[src/rtl/mlk_pkg.sv]
`timescale 1ns / 1ps
// ----------------------------------------------------------------------------
// mlk_pkg
// types, register indexes and the character code table of the morse keyer
// ----------------------------------------------------------------------------
package mlk_pkg;

  localparam int unsigned CfgIdxW = 3;
  localparam int unsigned PatW    = 6;
  localparam int unsigned LenW    = 3;
  localparam int unsigned TabIdxW = 6;

  typedef logic [CfgIdxW-1:0] cfg_idx_t;
  typedef logic [3:0]         nib_t;

  localparam cfg_idx_t RegDotLedMask  = 3'd0;
  localparam cfg_idx_t RegDashLedMask = 3'd1;
  localparam cfg_idx_t RegDotOnUnits  = 3'd2;
  localparam cfg_idx_t RegDashOnUnits = 3'd3;
  localparam cfg_idx_t RegGapUnits    = 3'd4;

  // pattern is left-aligned: first element sent sits in the top bit, 1 = dash
  typedef struct packed {
    logic [LenW-1:0] len;
    logic [PatW-1:0] pat;
  } code_t;

  // map an ascii byte onto its place in the code table, 0 for uncoded
  function automatic logic [TabIdxW-1:0] table_index(input logic [7:0] c);
    logic [7:0] t;
    t = 8'd0;
    if (c > 8'd122)      t = 8'd0;
    else if (c > 8'd96)  t = c - 8'd96;
    else if (c > 8'd90)  t = 8'd0;
    else if (c > 8'd64)  t = c - 8'd64;
    else if (c == 8'd63) t = 8'd39;
    else if (c > 8'd57)  t = 8'd0;
    else if (c > 8'd47)  t = c - 8'd21;
    else if (c == 8'd46) t = 8'd38;
    else if (c == 8'd44) t = 8'd37;
    else                 t = 8'd0;
    return t[TabIdxW-1:0];
  endfunction

  function automatic code_t code_lookup(input logic [TabIdxW-1:0] idx);
    code_t r;
    case (idx)
      6'd1:  r = '{3'd2, 6'b010000};  // a
      6'd2:  r = '{3'd4, 6'b100000};  // b
      6'd3:  r = '{3'd4, 6'b101000};  // c
      6'd4:  r = '{3'd3, 6'b100000};  // d
      6'd5:  r = '{3'd1, 6'b000000};  // e
      6'd6:  r = '{3'd4, 6'b001000};  // f
      6'd7:  r = '{3'd3, 6'b110000};  // g
      6'd8:  r = '{3'd4, 6'b000000};  // h
      6'd9:  r = '{3'd2, 6'b000000};  // i
      6'd10: r = '{3'd4, 6'b011100};  // j
      6'd11: r = '{3'd3, 6'b101000};  // k
      6'd12: r = '{3'd4, 6'b010000};  // l
      6'd13: r = '{3'd2, 6'b110000};  // m
      6'd14: r = '{3'd2, 6'b100000};  // n
      6'd15: r = '{3'd3, 6'b111000};  // o
      6'd16: r = '{3'd4, 6'b011000};  // p
      6'd17: r = '{3'd4, 6'b110100};  // q
      6'd18: r = '{3'd3, 6'b010000};  // r
      6'd19: r = '{3'd3, 6'b000000};  // s
      6'd20: r = '{3'd1, 6'b100000};  // t
      6'd21: r = '{3'd3, 6'b001000};  // u
      6'd22: r = '{3'd4, 6'b000100};  // v
      6'd23: r = '{3'd3, 6'b011000};  // w
      6'd24: r = '{3'd4, 6'b100100};  // x
      6'd25: r = '{3'd4, 6'b101100};  // y
      6'd26: r = '{3'd4, 6'b110000};  // z
      6'd27: r = '{3'd5, 6'b111110};  // 0
      6'd28: r = '{3'd5, 6'b011110};  // 1
      6'd29: r = '{3'd5, 6'b001110};  // 2
      6'd30: r = '{3'd5, 6'b000110};  // 3
      6'd31: r = '{3'd5, 6'b000010};  // 4
      6'd32: r = '{3'd5, 6'b000000};  // 5
      6'd33: r = '{3'd5, 6'b100000};  // 6
      6'd34: r = '{3'd5, 6'b110000};  // 7
      6'd35: r = '{3'd5, 6'b111000};  // 8
      6'd36: r = '{3'd5, 6'b111100};  // 9
      6'd37: r = '{3'd6, 6'b110011};  // comma
      6'd38: r = '{3'd6, 6'b010101};  // period
      6'd39: r = '{3'd6, 6'b001100};  // question mark
      default: r = '{3'd0, 6'b000000};
    endcase
    return r;
  endfunction

endpackage

[src/rtl/morse_led_keyer_unit.sv]
`timescale 1ns / 1ps
// ----------------------------------------------------------------------------
// morse_led_keyer_unit
// ascii to international morse encoder, one result item per dot or dash
// ----------------------------------------------------------------------------
//
//  channel   direction  handshake                     payload
//  -------   ---------  ---------                     -------
//  command   in         start_i & !busy_o             char_code_i
//  result    out        result_valid_o (one cycle)    led_mask_o, on_units_o,
//                                                     off_units_o, is_dash_o,
//                                                     last_element_o
//  config    in         cfg_valid_i & cfg_ready_o     cfg_index_i, cfg_data_i
//
//  a character with n elements (0 to 6) keeps busy_o high from the
//  accept edge until all its elements are sent; the pattern shift register
//  sends one element per cycle and each result appears in the cycle after
//  its element, and the next character may start as busy_o falls.
//  uncoded bytes leave busy_o low and give no result item.
//  reset clears the control state and loads the register reset values.
//  the receiver cannot stall; config is always ready.
//
module morse_led_keyer_unit (
  input  logic                  clk_i,
  input  logic                  rst_ni,
  // command
  input  logic                  start_i,
  output logic                  busy_o,
  input  logic [7:0]            char_code_i,
  // result
  output logic                  result_valid_o,
  output logic [3:0]            led_mask_o,
  output logic [3:0]            on_units_o,
  output logic [3:0]            off_units_o,
  output logic                  is_dash_o,
  output logic                  last_element_o,
  // config
  input  logic                  cfg_valid_i,
  output logic                  cfg_ready_o,
  input  mlk_pkg::cfg_idx_t     cfg_index_i,
  input  mlk_pkg::nib_t         cfg_data_i
);
  import mlk_pkg::*;

  // configuration registers
  nib_t dot_mask_q, dash_mask_q, dot_on_q, dash_on_q, gap_q;

  // element sequencer: pattern shifts out of the top bit, count of elements left
  logic [PatW-1:0] pat_q, pat_d;
  logic [LenW-1:0] cnt_q, cnt_d;

  code_t code;
  logic  accept;
  logic  elem_dash;

  assign cfg_ready_o = 1'b1;
  assign busy_o      = (cnt_q != '0);
  assign accept      = start_i && !busy_o;
  assign code        = code_lookup(table_index(char_code_i));
  assign elem_dash   = pat_q[PatW-1];

  always_ff @(posedge clk_i or negedge rst_ni) begin
    if (!rst_ni) begin
      dot_mask_q  <= 4'd1;
      dash_mask_q <= 4'd15;
      dot_on_q    <= 4'd1;
      dash_on_q   <= 4'd2;
      gap_q       <= 4'd1;
    end else if (cfg_valid_i) begin
      case (cfg_index_i)
        RegDotLedMask:  dot_mask_q  <= cfg_data_i;
        RegDashLedMask: dash_mask_q <= cfg_data_i;
        RegDotOnUnits:  dot_on_q    <= cfg_data_i;
        RegDashOnUnits: dash_on_q   <= cfg_data_i;
        RegGapUnits:    gap_q       <= cfg_data_i;
        default: ;  // indexes beyond the list are ignored
      endcase
    end
  end

  always_comb begin
    pat_d = pat_q;
    cnt_d = cnt_q;
    if (busy_o) begin
      pat_d = {pat_q[PatW-2:0], 1'b0};
      cnt_d = cnt_q - 1'b1;
    end else if (accept) begin
      pat_d = code.pat;
      cnt_d = code.len;
    end
  end

  always_ff @(posedge clk_i or negedge rst_ni) begin
    if (!rst_ni) begin
      cnt_q          <= '0;
      result_valid_o <= 1'b0;
    end else begin
      cnt_q          <= cnt_d;
      result_valid_o <= busy_o;
    end
  end

  // payload registers, no reset needed
  always_ff @(posedge clk_i) begin
    pat_q <= pat_d;
    if (busy_o) begin
      led_mask_o     <= elem_dash ? dash_mask_q : dot_mask_q;
      on_units_o     <= elem_dash ? dash_on_q : dot_on_q;
      off_units_o    <= gap_q;
      is_dash_o      <= elem_dash;
      last_element_o <= (cnt_q == LenW'(1));
    end
  end

endmodule
[config.mk]
export PLATFORM = sky130hd
export DESIGN_NAME = morse_led_keyer_unit
export DESIGN_NICKNAME = d
export VERILOG_FILES = /design/src/rtl/mlk_pkg.sv /design/src/rtl/morse_led_keyer_unit.sv
export SDC_FILE = /design/constraint.sdc
export NUM_CORES = 1
export LEC_CHECK = 0
export BUFFER_PORTS_ARGS = -buffer_cell sky130_fd_sc_hd__buf_2
export CORE_AREA = 3 3 80 82
export DETAILED_ROUTE_END_ITERATION = 10
export DIE_AREA = 0 0 83 85
export PLACE_DENSITY = 0.76
export SLEW_MARGIN = 25
export SYNTH_ARGS = -nofsm -noshare
export SYNTH_HDL_FRONTEND = slang
export SYNTH_SLANG_ARGS = --single-unit
[constraint.sdc]
create_clock -name clk_i -period 2.5 [get_ports clk_i]
set_clock_uncertainty 0.1 [all_clocks]
set_input_delay 0.25 -clock clk_i [delete_from_list [all_inputs] [get_ports clk_i]]
set_output_delay 0.25 -clock clk_i [all_outputs]
set_load 0.02 [all_outputs]
==> metrics.txt <==
outcome complete, but fails checks; violated checks setup timing; first drt pass iteration count 4; net switching power 0.909 mW; pwr dens 661 nW/µm²; Rel. slew slack 57.3%; leakage power total 1.68 nW; Die Area 7060 µm²; initial DRC count 111; yosys synthesis warning count 0; Async SR Flop Fraction 54.5%; CTS Sinks 44; Critical Path Fanout Max 3; Post-synth EDFFs 19; CP dominant cell by count ha_4; Max IR drop VDD 0.485 mV; Via density 5.68; post-synth top area share 19.5%; largest net degree at the start of global routing 25; io pins 36; Syn Std Cell Area 2930 µm²; largest area contributor in the netlist edfxtp_1; CP Capture Type register; first-pass GRT wire length 12.2 mm; Setup violations, final 9; Cell Rows 28; Sw Ratio 34.2%; hpwl dp 5.49 mm; Starting Density 50.4%; internal power 1.75 mW; Register-to-Register Path Depth 6; Worst-Skew Late Latency 0.29 ns; Main synth FF type edfxtp_1; Mean Syn Cell Area 10.7 µm²; final period utilization 117%; die height 85 µm; Syn Inst Count 273; fin nets 411; Core Box Area 5820 µm²; crit path kind input port to register; Total Wirelength 7.10 mm; drc violations 0; share of cells above drive strength 1 52.1%; Slowest cell on crit path or4_4; f_max 343 MHz; post-route ant nets 0; final hold slack 0.168 ns; Worst setup SP type input port; CTS root buffer clkbuf_8; syn nets 307; GRT Util Overall 20.9%; clock share of power 15.5%; Worst path max stage delay 0.42 ns; CTS H-tree lvls 2; post-synthesis sequential area ratio 41.0%; cell with the most instances after synthesis nand2_1; Reg power frac 44.7%; Netlist cell types 68; WL per Instance 15.7 µm; crit path DAT 3.01 ns; worst hold path type input port to register; number of diodes 0; largest cells by area after synthesis edfxtp_1 19%, dfrtp_1 14%, mux2_2 11%; vias in the first global route 2622; Synth top cells by count 30 x nand2_1, 29 x mux2_2, 19 x edfxtp_1, 16 x dfrtp_1, 15 x ha_1; Max Cap Viol 0; TritonCTS Buffers 5; CP Data Required Time 2.59 ns; CTS tree built; Comb pwr share 39.8%; final worst setup slack -0.420 ns; hold path cells 2; grt total ovfl 0; max-slew violations 0; CP Cell Sequence buf_12 -> inv_12 -> ha_4 -> and2b_2 -> o211a_4 -> or3_1 -> or3_4 -> ha_4 -> or4_4 -> nor3_4 -> nor3_1 -> a31oi_1 -> o311ai_1 -> o221a_1; fin util 69.2%; Tmin final 2.92 ns; r2r setup slk 0.47 ns; Fin. Hold Viols 0; I/O Buffers 34; RSZ-0062 raised after global routing yes; Die W 83 µm; initial antenna violation count 0; worst slew pin tran 0.640 ns; area grow syn2layout 37.3%; setup_tns -2.07 ns; global placement routability congestion 0.917; CTS max path bufs 2; Via Count 2572; Clock Pin Slew Worst Setup and Hold Paths 0.08 ns; register bit count reported by yosys 44
[worst max-delay path: cells and delay by family]
kind / cells / cell delay, ns
buffers and inverters: 2 / 0.15
AOI/OAI and AO/OA: 4 / 0.72
and+or+nand+nor: 6 / 1.60
adders and majority gates: 2 / 0.28
[layer usage]
metal  wire length (µm)  part of all wire, %  GRT usage, %  vias up
li1                   -                    -             -     1234
met1               3030                   43          25.9     1252
met2               3640                   51          37.6       76
met3                309                  4.4          3.01       10
met4                119                  1.7          6.84        0
met5                  0                    0             0        -
[layout make-up]
type | instances | area (µm²)
fill | 446 | 1790
multi-input combinational | 206 | 1760
sequential | 44 | 1200
timing repair buffer | 110 | 817
tap | 75 | 93.8
clock buffer | 7 | 76.3
inverter | 10 | 66.3
clock inverter | 1 | 5.00
[what timing repair did]
action | CTS | global route
endpoints found under the setup margin | 9 | 9
pin swaps | 16 | 4
hold buffers | 1 | 0
endpoints found under the hold margin | 16 | 0
resized for setup | 25 | 18
setup buffers | 4 | 5
[through the flow]
stage	power (mW)	area [µm²]	cells	worst slack [ns]
6_report	2.66	4020	453	-0.420
3_5_place_dp	2.20	3670	436	-0.874
4_1_cts	2.65	3910	449	-0.407
2_1_floorplan	1.83	2990	273	-0.818
5_1_grt	2.83	4020	453	-0.552
3_3_place_gp	2.15	3670	436	-0.836
[path summary, 6_finish.rpt]
kind / startpoint / to
setup / recovery: char_code_i[0] / cnt_q[0]
hold / removal: cfg_data_i[3] / gap_q[3]
setup reg to reg: cnt_q[0] / pat_q[2]
hold reg to reg: gap_q[2] / off_units_o[2]
max in group asynchronous: rst_ni / gap_q[0]
min in group asynchronous: rst_ni / dash_on_q[3]
[cells by family after synthesis]
| group | count (synthesis) | synth area share (%) |
|---|---|---|
| muxes | 31 | 11.8 |
| AOI/OAI and AO/OA | 59 | 15.3 |
| xor gates and xnor gates | 3 | 0.897 |
| and+or+nand+nor | 97 | 19.2 |
| DFF | 44 | 41.0 |
| other | 1 | 0.128 |
| buffers and inverters | 23 | 5.17 |
| adders and majority gates | 15 | 6.41 |
[placed cells by master, fill, tap and decap left out, types with 5 or more instances in the layout]
cell type and instances:
buf_4 69, buf_2 32, nand2_1 30, mux2_2 29, edfxtp_1 19, dfrtp_1 16, nand3_1 12, nor2_1 10
ha_4 8, dfstp_2 8, inv_1 7, a21oi_1 7, ha_1 7, o21ai_0 5, o211ai_1 5, o21ai_1 5
clkbuf_8 5
[power by group through the flow]
stage          registers (mW)  clock network [mW]  logic (mW)
6_report                 1.19               0.413        1.06
5_1_grt                  1.22               0.457        1.16
4_1_cts                  1.19               0.422        1.04
3_5_place_dp             1.20                   0       0.999
3_3_place_gp             1.19                   0       0.966
2_1_floorplan            1.30                   0       0.528
[flip-flops by register name, indices dropped and copies added, names as in the netlist]
signal,flops
off_units_o,4
pat_q,6
dot_on_q,4
cnt_q,3
dash_mask_q,4
on_units_o,4
last_element_o,1
is_dash_o,1
led_mask_o,4
dash_on_q,4
dot_mask_q,4
result_valid_o,1
gap_q,4
Note: power is estimated with default switching activity, not from simulation.
